===== src/rtl/ers_pkg.sv =====
// Shared constants, types and the command format of the expression row splitter.
package ers_pkg;

   localparam int PENDING_WS_MAX = 32;
   localparam int CountWidth     = $clog2(PENDING_WS_MAX + 1);
   localparam int WsIdxWidth     = (PENDING_WS_MAX > 1) ? $clog2(PENDING_WS_MAX) : 1;

   localparam logic [CountWidth-1:0] WsMaxCount = CountWidth'(PENDING_WS_MAX);

   localparam int QueueDepth  = 4;
   localparam int QPtrWidth   = $clog2(QueueDepth);
   localparam int QCountWidth = $clog2(QueueDepth + 1);

   localparam logic [7:0] CH_NL      = 8'h0A;
   localparam logic [7:0] CH_CR      = 8'h0D;
   localparam logic [7:0] CH_SEMI    = 8'h3B;
   localparam logic [7:0] CH_SPACE   = 8'h20;
   localparam logic [7:0] CH_TAB     = 8'h09;
   localparam logic [7:0] CommentRst = 8'h23;

   // One classified request: held whitespace, an optional character and an
   // optional end-of-row marker, emitted by the back end in that order.
   typedef struct packed {
      logic [CountWidth-1:0]     ws_count;
      logic [PENDING_WS_MAX-1:0] ws_tabs;
      logic                      has_char;
      logic [7:0]                char_val;
      logic                      has_eor;
      logic                      ovf;
   } ers_cmd_type;

endpackage


===== src/rtl/ers_if.sv =====
// Handshake interfaces for the request and result channels.
interface ers_req_if;
   logic       valid;
   logic       ready;
   logic [7:0] char_in;
   logic       end_of_text;

   modport source (output valid, output char_in, output end_of_text, input ready);
   modport sink (input valid, input char_in, input end_of_text, output ready);
endinterface

interface ers_rsp_if;
   logic       valid;
   logic       ready;
   logic [7:0] out_char;
   logic       kind;
   logic       ws_overflow;
   logic       last;

   modport source (output valid, output out_char, output kind, output ws_overflow,
                   output last, input ready);
   modport sink (input valid, input out_char, input kind, input ws_overflow,
                 input last, output ready);
endinterface


===== src/rtl/ers_front.sv =====
// Front end: accepts text bytes, tracks row state and issues commands.
module ers_front import ers_pkg::*; (
   input  logic        clock,
   input  logic        reset,
   input  logic        csr_write_enable,
   input  logic [7:0]  csr_write_data,
   ers_req_if.sink     req,
   input  logic        q_full,
   output logic        q_push,
   output ers_cmd_type q_cmd
);

   logic [7:0]                comment_char_ff;
   logic                      in_comment_ff, in_comment_in;
   logic                      rhc_ff, rhc_in;
   logic [CountWidth-1:0]     pending_count_ff, pending_count_in;
   logic [PENDING_WS_MAX-1:0] pending_tabs_ff, pending_tabs_in;
   logic                      overflow_seen_ff, overflow_seen_in;

   logic accept;
   logic is_break, is_cc, is_sep, is_ws, is_tab, emit_char, has_eor, ws_hold;

   assign req.ready = !q_full;
   assign accept    = req.valid && req.ready;

   assign is_break  = (req.char_in == CH_NL) || (req.char_in == CH_CR);
   assign is_cc     = (req.char_in == comment_char_ff);
   assign is_sep    = !in_comment_ff && (is_break || (req.char_in == CH_SEMI) || is_cc);
   assign is_tab    = (req.char_in == CH_TAB);
   assign is_ws     = is_tab || (req.char_in == CH_SPACE);
   assign emit_char = !in_comment_ff && !is_sep && !is_ws;
   assign ws_hold   = !in_comment_ff && !is_sep && is_ws && rhc_ff;

   // The final byte closes the row as though a separator followed it.
   assign has_eor = is_sep ? rhc_ff : (req.end_of_text && (rhc_ff || emit_char));

   assign q_push         = accept && (emit_char || has_eor);
   assign q_cmd.ws_count = emit_char ? pending_count_ff : '0;
   assign q_cmd.ws_tabs  = emit_char ? pending_tabs_ff : '0;
   assign q_cmd.has_char = emit_char;
   assign q_cmd.char_val = req.char_in;
   assign q_cmd.has_eor  = has_eor;
   assign q_cmd.ovf      = overflow_seen_ff;

   always_comb begin
      in_comment_in    = in_comment_ff;
      rhc_in           = rhc_ff;
      pending_count_in = pending_count_ff;
      pending_tabs_in  = pending_tabs_ff;
      overflow_seen_in = overflow_seen_ff;
      if (accept) begin
         if (in_comment_ff) begin
            in_comment_in = !is_break;
         end else if (is_sep) begin
            in_comment_in    = is_cc && !is_break;
            rhc_in           = 1'b0;
            pending_count_in = '0;
            pending_tabs_in  = '0;
            overflow_seen_in = 1'b0;
         end else if (emit_char) begin
            rhc_in           = 1'b1;
            pending_count_in = '0;
            pending_tabs_in  = '0;
            overflow_seen_in = 1'b0;
         end else if (ws_hold) begin
            if (pending_count_ff < WsMaxCount) begin
               pending_tabs_in[pending_count_ff[WsIdxWidth-1:0]] = is_tab;
               pending_count_in = CountWidth'(pending_count_ff + 1'b1);
            end else begin
               overflow_seen_in = 1'b1;
            end
         end
         if (req.end_of_text) begin
            in_comment_in    = 1'b0;
            rhc_in           = 1'b0;
            pending_count_in = '0;
            pending_tabs_in  = '0;
            overflow_seen_in = 1'b0;
         end
      end
   end

   always_ff @(posedge clock) begin
      if (reset) begin
         comment_char_ff  <= CommentRst;
         in_comment_ff    <= 1'b0;
         rhc_ff           <= 1'b0;
         pending_count_ff <= '0;
         pending_tabs_ff  <= '0;
         overflow_seen_ff <= 1'b0;
      end else begin
         if (csr_write_enable) begin
            comment_char_ff <= csr_write_data;
         end
         in_comment_ff    <= in_comment_in;
         rhc_ff           <= rhc_in;
         pending_count_ff <= pending_count_in;
         pending_tabs_ff  <= pending_tabs_in;
         overflow_seen_ff <= overflow_seen_in;
      end
   end

   // Whitespace is only held inside a row that already has content.
   a_comment_clears_row: assert property (@(posedge clock) disable iff (reset)
      in_comment_ff |-> (!rhc_ff && pending_count_ff == '0))
      else $error("row state held while skipping a comment");

   a_overflow_only_when_full: assert property (@(posedge clock) disable iff (reset)
      overflow_seen_ff |-> (pending_count_ff == WsMaxCount))
      else $error("whitespace dropped before the buffer was full");

endmodule


===== src/rtl/ers_queue.sv =====
// Short command queue between the front end and the back end.
module ers_queue import ers_pkg::*; (
   input  logic        clock,
   input  logic        reset,
   input  logic        push,
   input  ers_cmd_type push_cmd,
   output logic        full,
   input  logic        pop,
   output logic        valid,
   output ers_cmd_type head
);

   ers_cmd_type             entry_ff [QueueDepth];
   logic [QPtrWidth-1:0]    wr_ptr_ff, rd_ptr_ff;
   logic [QCountWidth-1:0]  count_ff, count_in;

   assign full  = (count_ff == QCountWidth'(QueueDepth));
   assign valid = (count_ff != '0);
   assign head  = entry_ff[rd_ptr_ff];

   always_comb begin
      count_in = count_ff;
      if (push && !pop) begin
         count_in = QCountWidth'(count_ff + 1'b1);
      end else if (pop && !push) begin
         count_in = QCountWidth'(count_ff - 1'b1);
      end
   end

   always_ff @(posedge clock) begin
      if (push) begin
         entry_ff[wr_ptr_ff] <= push_cmd;
      end
   end

   always_ff @(posedge clock) begin
      if (reset) begin
         wr_ptr_ff <= '0;
         rd_ptr_ff <= '0;
         count_ff  <= '0;
      end else begin
         if (push) begin
            wr_ptr_ff <= QPtrWidth'(wr_ptr_ff + 1'b1);
         end
         if (pop) begin
            rd_ptr_ff <= QPtrWidth'(rd_ptr_ff + 1'b1);
         end
         count_ff <= count_in;
      end
   end

   a_no_overrun: assert property (@(posedge clock) disable iff (reset)
      !(push && full && !pop))
      else $error("command pushed into a full queue");

   a_no_underrun: assert property (@(posedge clock) disable iff (reset)
      pop |-> valid)
      else $error("command popped from an empty queue");

endmodule


===== src/rtl/ers_back.sv =====
// Back end: expands commands into result items through an output register.
module ers_back import ers_pkg::*; (
   input  logic        clock,
   input  logic        reset,
   input  logic        q_valid,
   input  ers_cmd_type q_cmd,
   output logic        q_pop,
   ers_rsp_if.source   rsp
);

   logic [CountWidth-1:0]     ws_left_ff, ws_left_in;
   logic [PENDING_WS_MAX-1:0] tabs_ff, tabs_in;
   logic                      char_pend_ff, char_pend_in;
   logic [7:0]                char_ff, char_in;
   logic                      eor_pend_ff, eor_pend_in;
   logic                      ovf_ff, ovf_in;

   logic       rsp_valid_ff, rsp_valid_in;
   logic [7:0] out_char_ff, out_char_in;
   logic       kind_ff, kind_in;
   logic       ws_ovf_ff, ws_ovf_in;
   logic       last_ff, last_in;

   logic out_free, active, advance, ws_zero, final_item;

   assign out_free   = !rsp_valid_ff || rsp.ready;
   assign active     = (ws_left_ff != '0) || char_pend_ff || eor_pend_ff;
   assign advance    = active && out_free;
   assign ws_zero    = (ws_left_ff == '0);
   assign final_item = ws_zero && (!char_pend_ff || !eor_pend_ff);
   // The next command is taken in the same cycle as the last item of this one.
   assign q_pop      = q_valid && (!active || (advance && final_item));

   always_comb begin
      ws_left_in   = ws_left_ff;
      tabs_in      = tabs_ff;
      char_pend_in = char_pend_ff;
      char_in      = char_ff;
      eor_pend_in  = eor_pend_ff;
      ovf_in       = ovf_ff;
      rsp_valid_in = rsp_valid_ff;
      out_char_in  = out_char_ff;
      kind_in      = kind_ff;
      ws_ovf_in    = ws_ovf_ff;
      last_in      = last_ff;
      if (advance) begin
         rsp_valid_in = 1'b1;
         if (!ws_zero) begin
            out_char_in = tabs_ff[0] ? CH_TAB : CH_SPACE;
            kind_in     = 1'b0;
            ws_ovf_in   = ovf_ff;
            last_in     = 1'b0;
            tabs_in     = tabs_ff >> 1;
            ws_left_in  = CountWidth'(ws_left_ff - 1'b1);
         end else if (char_pend_ff) begin
            out_char_in  = char_ff;
            kind_in      = 1'b0;
            ws_ovf_in    = ovf_ff;
            last_in      = !eor_pend_ff;
            char_pend_in = 1'b0;
         end else begin
            out_char_in = 8'h00;
            kind_in     = 1'b1;
            ws_ovf_in   = 1'b0;
            last_in     = 1'b1;
            eor_pend_in = 1'b0;
         end
      end else if (rsp.ready) begin
         rsp_valid_in = 1'b0;
      end
      if (q_pop) begin
         ws_left_in   = q_cmd.ws_count;
         tabs_in      = q_cmd.ws_tabs;
         char_pend_in = q_cmd.has_char;
         char_in      = q_cmd.char_val;
         eor_pend_in  = q_cmd.has_eor;
         ovf_in       = q_cmd.ovf;
      end
   end

   always_ff @(posedge clock) begin
      if (reset) begin
         ws_left_ff   <= '0;
         char_pend_ff <= 1'b0;
         eor_pend_ff  <= 1'b0;
         rsp_valid_ff <= 1'b0;
      end else begin
         ws_left_ff   <= ws_left_in;
         char_pend_ff <= char_pend_in;
         eor_pend_ff  <= eor_pend_in;
         rsp_valid_ff <= rsp_valid_in;
      end
   end

   always_ff @(posedge clock) begin
      tabs_ff     <= tabs_in;
      char_ff     <= char_in;
      ovf_ff      <= ovf_in;
      out_char_ff <= out_char_in;
      kind_ff     <= kind_in;
      ws_ovf_ff   <= ws_ovf_in;
      last_ff     <= last_in;
   end

   assign rsp.valid       = rsp_valid_ff;
   assign rsp.out_char    = out_char_ff;
   assign rsp.kind        = kind_ff;
   assign rsp.ws_overflow = ws_ovf_ff;
   assign rsp.last        = last_ff;

   a_eor_is_last: assert property (@(posedge clock) disable iff (reset)
      (rsp_valid_ff && kind_ff) |-> (last_ff && out_char_ff == 8'h00 && !ws_ovf_ff))
      else $error("end-of-row result is malformed");

   a_ws_needs_char: assert property (@(posedge clock) disable iff (reset)
      (ws_left_ff != '0) |-> char_pend_ff)
      else $error("held whitespace without a releasing character");

endmodule


===== src/rtl/expression_row_splitter.sv =====
// Top level of the expression row splitter: front end, command queue, back end.
//
//   Channel  Dir  Handshake        Content
//   req_bus  in   valid/ready      char_in, end_of_text
//   rsp_bus  out  valid/ready      out_char, kind, ws_overflow, last
//   csr_*    in   write enable     comment_char, 8 bits, no read-back
//
// A text byte is accepted every cycle while the four-entry command queue has
// room. Each byte that yields results holds the back end while they are issued
// one at a time as the output accepts them, up to 34 when held whitespace is
// released. Results leave through a registered output stage. Reset is
// synchronous and clears all control state; the comment byte returns to '#'.
module expression_row_splitter import ers_pkg::*; (
   input  logic       clock,
   input  logic       reset,
   ers_req_if.sink    req_bus,
   ers_rsp_if.source  rsp_bus,
   input  logic       csr_write_enable,
   input  logic [7:0] csr_write_data
);

   logic        q_full, q_push, q_pop, q_valid;
   ers_cmd_type q_push_cmd, q_head;

   ers_front u_front (
      .clock            (clock),
      .reset            (reset),
      .csr_write_enable (csr_write_enable),
      .csr_write_data   (csr_write_data),
      .req              (req_bus),
      .q_full           (q_full),
      .q_push           (q_push),
      .q_cmd            (q_push_cmd)
   );

   ers_queue u_queue (
      .clock    (clock),
      .reset    (reset),
      .push     (q_push),
      .push_cmd (q_push_cmd),
      .full     (q_full),
      .pop      (q_pop),
      .valid    (q_valid),
      .head     (q_head)
   );

   ers_back u_back (
      .clock   (clock),
      .reset   (reset),
      .q_valid (q_valid),
      .q_cmd   (q_head),
      .q_pop   (q_pop),
      .rsp     (rsp_bus)
   );

endmodule

===== src/flat_wrapper.sv =====
// flat-port wrapper written by rule: the top's interface ports become plain ports
module expression_row_splitter_flat import ers_pkg::*;
  (clock, reset, csr_write_enable, csr_write_data, req_bus_valid, req_bus_char_in, req_bus_end_of_text, req_bus_ready, rsp_bus_valid, rsp_bus_out_char, rsp_bus_kind, rsp_bus_ws_overflow, rsp_bus_last, rsp_bus_ready);
  ers_req_if req_bus_i ();
  ers_rsp_if rsp_bus_i ();
  input  logic clock;
  input  logic reset;
  input  logic csr_write_enable;
  input  logic [7:0] csr_write_data;
  input wire logic [$bits(req_bus_i.valid)-1:0] req_bus_valid;
  input wire logic [$bits(req_bus_i.char_in)-1:0] req_bus_char_in;
  input wire logic [$bits(req_bus_i.end_of_text)-1:0] req_bus_end_of_text;
  output wire logic [$bits(req_bus_i.ready)-1:0] req_bus_ready;
  output wire logic [$bits(rsp_bus_i.valid)-1:0] rsp_bus_valid;
  output wire logic [$bits(rsp_bus_i.out_char)-1:0] rsp_bus_out_char;
  output wire logic [$bits(rsp_bus_i.kind)-1:0] rsp_bus_kind;
  output wire logic [$bits(rsp_bus_i.ws_overflow)-1:0] rsp_bus_ws_overflow;
  output wire logic [$bits(rsp_bus_i.last)-1:0] rsp_bus_last;
  input wire logic [$bits(rsp_bus_i.ready)-1:0] rsp_bus_ready;
  assign req_bus_i.valid = req_bus_valid;
  assign req_bus_i.char_in = req_bus_char_in;
  assign req_bus_i.end_of_text = req_bus_end_of_text;
  assign req_bus_ready = req_bus_i.ready;
  assign rsp_bus_valid = rsp_bus_i.valid;
  assign rsp_bus_out_char = rsp_bus_i.out_char;
  assign rsp_bus_kind = rsp_bus_i.kind;
  assign rsp_bus_ws_overflow = rsp_bus_i.ws_overflow;
  assign rsp_bus_last = rsp_bus_i.last;
  assign rsp_bus_i.ready = rsp_bus_ready;
  expression_row_splitter u_core (.clock(clock), .reset(reset), .req_bus(req_bus_i), .rsp_bus(rsp_bus_i), .csr_write_enable(csr_write_enable), .csr_write_data(csr_write_data));
endmodule

===== config.mk =====
export PLATFORM = sky130hd
export DESIGN_NAME = expression_row_splitter_flat
export DESIGN_NICKNAME = d
export VERILOG_FILES = /design/src/rtl/ers_pkg.sv /design/src/rtl/ers_if.sv /design/src/rtl/ers_front.sv /design/src/rtl/ers_queue.sv /design/src/rtl/ers_back.sv /design/src/rtl/expression_row_splitter.sv /design/src/flat_wrapper.sv
export SDC_FILE = /design/constraint.sdc
export NUM_CORES = 1
export LEC_CHECK = 0
export BUFFER_PORTS_ARGS = -buffer_cell sky130_fd_sc_hd__buf_2
export CAP_MARGIN = 40
export CORE_ASPECT_RATIO = 1.1
export CORE_MARGIN = 2
export CORE_UTILIZATION = 41
export DETAILED_ROUTE_END_ITERATION = 7
export HOLD_SLACK_MARGIN = 0.12
export PLACE_DENSITY = 0.57
export SYNTH_ARGS = -nofsm -noshare
export SYNTH_HDL_FRONTEND = slang
export SYNTH_SLANG_ARGS = --single-unit

===== constraint.sdc =====
create_clock -name clock -period 3.8 [get_ports clock]
set_clock_uncertainty 0.15 [all_clocks]
set_input_delay 0.38 -clock clock [delete_from_list [all_inputs] [get_ports clock]]
set_output_delay 0.38 -clock clock [all_outputs]
set_load 0.02 [all_outputs]

After elaboration in Yosys (flattened, before gate mapping)
Memory sizes are Yosys's and may differ from the RTL's. A register that Yosys moved wholly into a read port is not among the register bits. Index checks and enable logic that the tools add are counted. W data, S select, Z words.

Bits in registers: 117. Input bits: 22. Output and inout bits: 13. Memories: 1. RAM bits: 196.

Add/sub/neg operators: 6. Magnitude comparators: 3. Reduce and logical (&&, ||, !) cells: 54. Eq/ne operators: 11. Muxes and demuxes: 59.

Memories: u_core.u_queue.entry_ff (words 4, width 49, rd ports 1, clocked after Yosys merged registers in 1, write ports 1, line ers_queue.sv:13) `ers_cmd_type entry_ff [QueueDepth];`.

Operators by type and width (number): $mux W32 (10); $mux W6 (11); $bwmux W32 (1); $mux W1 (30); $eq A8 B4 Y1 const B (3); $eq A8 B6 Y1 const B (2); $logic_and A1 B1 Y1 (16); $mux W8 (2); $logic_not A1 Y1 (11); $logic_or A1 B1 Y1 (11); $eq A8 B8 Y1 (1); $reduce_and A4 Y1 (2); $reduce_bool A2 Y1 (4); $reduce_bool A4 Y1 (2); $add A6 B1 Y6 const B (1); $logic_not A6 Y1 (1); $lt A5 B6 Y1 const B (1); $lt A6 B6 Y1 const B (1); $mux W3 (2); $reduce_and A3 Y1 (2); $reduce_bool A3 Y1 (2); $reduce_bool A6 Y1 (1); $sub A6 B1 Y6 const B (1); $demux W1 S5 (1); other kinds (10) (14).

Logic depth before layout (Yosys ltp)
Depth after elaboration: 17. Mapped depth: 12. Mapped depth without buffers: 11.

By module
From an unflattened synthesis, not the netlist that was laid out.

Cell total of the unflattened synthesis: 851. Area total of the unflattened synthesis: 13183.9 sq um.

Modules (own cells, without submodules): ers_queue (times used 1, area each 7522.2 sq um, cells an instance 300); ers_front (times used 1, area each 2951.6 sq um, cells an instance 377); ers_back (times used 1, area each 2710.1 sq um, cells an instance 174).

Least setup slack after synthesis
OpenSTA, ideal clock, no wires.

Path kind: input-to-reg. From: input req_bus_char_in[3]. To: memory u_core.u_queue.entry_ff[0][0] (netlist bit) (enable). Stages on the path: 5. Path slack: 607 ps. Setup time: 412 ps. Arrival: 2632 ps. Cell sequence: xnor2_1 > nand4_1 > o211ai_1 > o211a_4 > and2_1.

Cells in the longest elaborated chain, start to end: 15.

Ends and longest elaborated chain: start: declaration (line flat_wrapper.sv:11) `input wire logic [$bits(req_bus_i.char_in)-1:0] req_bus_char_in;`; $eq A8 B4 Y1 (line ers_front.sv:26) `assign is_break = (req.char_in == CH_NL) || (req.char_in == CH_CR);`; $logic_or A1 B1 Y1 (line ers_front.sv:26); $logic_or A1 B1 Y1 (2 in series) (line ers_front.sv:28) `assign is_sep = !in_comment_ff && (is_break || (req.char_in == CH_SEMI) || is_cc);`; $logic_and A1 B1 Y1 (line ers_front.sv:28); $logic_not A1 Y1 (line ers_front.sv:31) `assign emit_char = !in_comment_ff && !is_sep && !is_ws;`; $logic_and A1 B1 Y1 (2 in series) (line ers_front.sv:31); $logic_or A1 B1 Y1 (line ers_front.sv:35) `assign has_eor = is_sep ? rhc_ff : (req.end_of_text && (rhc_ff || emit_char));`; $logic_and A1 B1 Y1 (line ers_front.sv:35); $mux W1 (line ers_front.sv:35); $logic_or A1 B1 Y1 (*) (line ers_front.sv:37) `assign q_push = accept && (emit_char || has_eor);`; $logic_and A1 B1 Y1 (*) (line ers_front.sv:37); via u_core.q_push (line expression_row_splitter.sv:22) `logic q_full, q_push, q_pop, q_valid;`; $mux W1 (*) (line ers_queue.sv:31) `if (push) begin`; $mux W1 (not written as such) (*) (line ers_queue.sv:32) `entry_ff[wr_ptr_ff] <= push_cmd;`; end: declaration (line ers_queue.sv:13).

Mark *: on every way through the listed nets, which the timed path passes. The rest lies on a longest branch.

Worst setup path after layout
From: input req_bus_char_in[2]. To: register u_core.u_queue.count_ff[2].

Cells in the longest elaborated chain, start to end: 16.

Ends and longest elaborated chain: $eq A8 B4 Y1 (line ers_front.sv:26); $logic_or A1 B1 Y1 (line ers_front.sv:26); $logic_or A1 B1 Y1 (2 in series) (line ers_front.sv:28); $logic_and A1 B1 Y1 (line ers_front.sv:28); $logic_not A1 Y1 (line ers_front.sv:31); $logic_and A1 B1 Y1 (2 in series) (line ers_front.sv:31); $logic_or A1 B1 Y1 (line ers_front.sv:35); $logic_and A1 B1 Y1 (line ers_front.sv:35); $mux W1 (line ers_front.sv:35); $logic_or A1 B1 Y1 (*) (line ers_front.sv:37); $logic_and A1 B1 Y1 (*) (line ers_front.sv:37); via u_core.q_push (line expression_row_splitter.sv:22); $logic_not A1 Y1 (line ers_queue.sv:25) `end else if (pop && !push) begin`; $logic_and A1 B1 Y1 (line ers_queue.sv:25); $reduce_bool A2 Y1 (no line); end signal: assignment (line ers_queue.sv:48) `count_ff <= count_in;`; end: declaration (line ers_queue.sv:15) `logic [QCountWidth-1:0] count_ff, count_in;`.

Marked as above. A chain may end at the register's enable or synchronous reset.

==> implementation parameters <==
Parameter                              Value

Run
  Maxcap violations    0

Placement
  Setup Slack @ Placement    370.8 ps
  IO buf count    34
  Last weighted congestion value of the routability-driven placer    between 0.7 and 0.8
  Post-DP HPWL    around 15000 µm

Global route
  Highest-utilization routing layer at the global route stage    met2
  Antenna violations before repair    0
  First-pass GRT wire length    40510 µm
  Met2 usage in global routing    27.00%
  Largest net degree at the start of global routing    50
  Overall overflow remaining after global route    0
  GRT met3 Usage    2.618%
  Met1 demand-to-capacity share in global routing    20.32%
  Global-route usage over all layers    15.72%
  Number of global-route vias before repair    7192

Worst setup path
  Capturing element type of the critical path    register
  Register-to-register setup slack    600 ps
  Endpoint required time on the critical path    4070 ps
  Crit Path Class    in -> reg
  Worst Path Max Fanout    10
  Critical Path AT    3750 ps
  Critical R2R Launch    u_core.u_front.comment_char_ff[5]
  Critical Path Start Type    input port
  Endpoint of the worst register-to-register path    u_core.u_queue.count_ff[2]
  Number of cells on the worst reg-to-reg path    10

Synth
  Dominant register cell in the synthesized netlist    sky130_fd_sc_hd__edfxtp_1
  Async set-or-reset flop fraction in the synthesized netlist    0%
  Number of nets produced by synthesis    844
  Total standard cell area after synthesis    0.01290 mm²
  Main area contributors after synthesis    sky130_fd_sc_hd__edfxtp_1 (58%), sky130_fd_sc_hd__dfxtp_1 (10%), sky130_fd_sc_hd__mux4_2 (8.6%)
  Compound-Gate Fraction of Synth Area    6.006%
  Number of distinct library cells after synthesis    67
  Yosys top cell by area    sky130_fd_sc_hd__edfxtp_1
  Arithmetic-cell share of the synthesized area counting full adders, half adders and majority gates    1.300%
  Flop and latch count out of synthesis    315
  Synthesized area per cell    between 15 and 20 µm²
  Yosys synthesis warning count    0
  Number of instances in the synthesized netlist    810
  Most frequent cells after synthesis    sky130_fd_sc_hd__edfxtp_1 (248), sky130_fd_sc_hd__dfxtp_1 (67), sky130_fd_sc_hd__nand2_1 (55), sky130_fd_sc_hd__mux4_2 (49)
  Most numerous cell in the Yosys netlist    sky130_fd_sc_hd__edfxtp_1
  Share of synthesized area spent on multiplexers    ~13%
  Sequential fraction of the synthesis area    68.15%
  Portion of synthesized cell area occupied by the leading cell type    between 50 and 60%
  Simple-gate share of the synthesized area    8.324%
  Dominant combinational cell family by area after synthesis    multiplexers
  Post-synthesis share of cell area spent on xor and xnor gates    1.155%
  EDFF count, synth    248

Timing
  Peak Freq    287.9 MHz
  Max-slew violation count    0
  Setup slack after layout    326.3 ps
  Hold Vio Cnt, Final    0
  Total Negative Setup Slacks    0 ps
  Number of failing setup endpoints in the final timing report    0
  Slew @ Worst Pin    988.5 ps
  Setup repair after global routing missed its margin    false
  Tightest slew margin relative to the limit    approximately 33%
  Post-layout min period    around 3500 ps
  Share of the cycle needed by the critical path after routing    91.41%

Cells and area
  Share of cells above drive strength 1    25.36%
  Multi-input combinational cell area    0.003790 mm²
  Register area    0.008793 mm²
  Layout overhead on the synthesized area    15.93%
  Antenna diodes    0
  Fill cells    2686
  Final nets    907

Clock tree
  Worst-skew pair later-pin latency    about 500 ps
  Hold buffer count at CTS    21
  Count of H-tree levels built during CTS    2
  Max clock buf depth    3
  Number of clock sinks    315
  TritonCTS clock tree    done
  CTS Root Cell    sky130_fd_sc_hd__clkbuf_16
  Number of cells upsized or downsized after cts    0
  Clock slew seen by the registers of the worst setup and hold paths    60 ps
  Number of buffers inserted to repair setup after CTS    0
  Number of buffers inserted during clock tree synthesis    34

Drt
  Initial DRT Pass Iterations    5
  Detailed-route vias per instance    5.303
  Detailed Route WL    about 25000 µm
  Number of remaining DRC errors    0
  Number of antenna-violating nets in the routed design    0
  Wire length per cell after detailed routing    ~19 µm
  Number of DRC violations after detailed-routing iteration 0    between 300 and 400
  Via count of the routed design    approximately 7000

Worst hold path
  Worst min-delay path startpoint    csr_write_enable
  Worst Hold Path Cells    3
  Worst Hold Class    in -> reg
  Endpoint, Worst Hold    u_core.u_front.comment_char_ff[4]

Power and ir drop
  Total Power    10330 µW
  Max rail drop VDD    approximately 0.00062 V
  Lkg Pwr    0.004976 µW
  Areal power density over the cells    ~690 mW/mm²

Floorplan
  X dimension of the die    173.1 µm
  Vertical die dimension    190.0 µm
  Floorplan die area    around 0.033 mm²
  Initial core utilization    41.41%
  I/O pin count    35
  Row count    68
  Floorplan core area    roughly 0.031 mm²

Run status
  Result of the run    finished clean
-- layer usage --
metal	vias up	part of all wire [%]	wire length (µm)
li1	3245	-	-
met1	3564	44	11230
met2	141	50	12650
met3	45	3.9	994
met4	0	2.3	573
met5	-	0	0
-- kinds of logic after synthesis --
kind of cell | count (synthesis)
and+or+nand+nor | 201
adders and majority gates | 13
AOI/OAI and AO/OA | 94
xor gates and xnor gates | 17
DFF | 315
muxes | 96
buffers and inverters | 74
-- how the worst max path moves through the flow --
| stage | start | to | cells after the start |
|---|---|---|---|
| floorplan | req_bus_char_in[3] | u_core.u_queue.entry_ff[0][0] | 5 |
| global placement | req_bus_char_in[1] | u_core.u_queue.count_ff[2] | 12 |
| detailed placement | req_bus_char_in[5] | u_core.u_queue.count_ff[2] | 13 |
| CTS | req_bus_char_in[5] | u_core.u_queue.count_ff[2] | 14 |
| global route | req_bus_char_in[3] | u_core.u_queue.count_ff[2] | 12 |
| finish | req_bus_char_in[2] | u_core.u_queue.count_ff[2] | 12 |
-- placed cells by master (no fill, tap or decap), drive strengths merged, types with 6 or more instances in the layout --
cell type,synthesis,layout
o22ai,12,12
and2,33,33
inv,24,25
nor3,10,10
o21ai,16,16
mux4,49,49
dfxtp,67,67
mux2i,15,15
dlygate4sd3,0,21
ha,11,11
nand2b,7,7
mux2,32,32
edfxtp,248,248
xnor2,11,11
clkbuf,25,48
nand2,55,55
o311ai,7,7
buf,25,56
clkinv,0,9
nand3,18,18
a21oi,34,34
nor2,26,26
nor4,21,21
xor2,6,6
-- sequential cells by signal, indices dropped and copies added (netlist names), 2 cells and up, named ones only --
| signal | cells |
|---|---|
| u_core.u_back.rsp.out_char | 8 |
| u_core.u_queue.entry_ff | 196 |
| u_core.u_front.comment_char_ff | 8 |
| u_core.u_back.tabs_ff | 32 |
| u_core.u_back.ws_left_ff | 6 |
| u_core.u_front.pending_tabs_ff | 32 |
| u_core.u_front.pending_count_ff | 6 |
| u_core.u_queue.rd_ptr_ff | 2 |
| u_core.u_back.char_ff | 8 |
| u_core.u_queue.wr_ptr_ff | 2 |
| u_core.u_queue.count_ff | 3 |
-- through the flow --
step | hold WS, ps | cell area [µm²] | utilization, % | cells
final | 169.0 | 14950 | 48.01 | 1319
after global routing | 178.9 | 14950 | 48.01 | 1319
after CTS | 137.4 | 14950 | 48.01 | 1319
after detailed placement | 302.2 | 13580 | 43.61 | 1236
after global placement | 294.8 | 13540 | 43.49 | 1234
after floorplan | 280.1 | 12900 | - | 810
-- worst max-delay path, stage by stage --
cell and delay (ps):
sky130_fd_sc_hd__dlygate4sd3_1 520, sky130_fd_sc_hd__buf_2 220, sky130_fd_sc_hd__xnor2_1 140, sky130_fd_sc_hd__nand4_1 220, sky130_fd_sc_hd__o211ai_1 660, sky130_fd_sc_hd__o211a_4 310, sky130_fd_sc_hd__ha_1 190, sky130_fd_sc_hd__inv_1 60
sky130_fd_sc_hd__fa_1 430, sky130_fd_sc_hd__xor2_1 160, sky130_fd_sc_hd__or3_1 300, sky130_fd_sc_hd__a21oi_1 140
-- report_power, final --
group	internal, µW	switching, µW
Sequential	4500	260
Combinational	1010	1180
Clock	2090	1290
Total	7600	2730
-- cell type report --
| type | instances | share of cell area (%) |
|---|---|---|
| clock inverter | 14 | 1.163 |
| sequential | 315 | 58.82 |
| multi-input combinational | 421 | 25.35 |
| inverter | 24 | 0.6026 |
| clock buffer | 48 | 6.603 |
| timing repair buffer | 77 | 3.950 |
| tap | 420 | 3.515 |
Power figures use the tool's default switching activity.
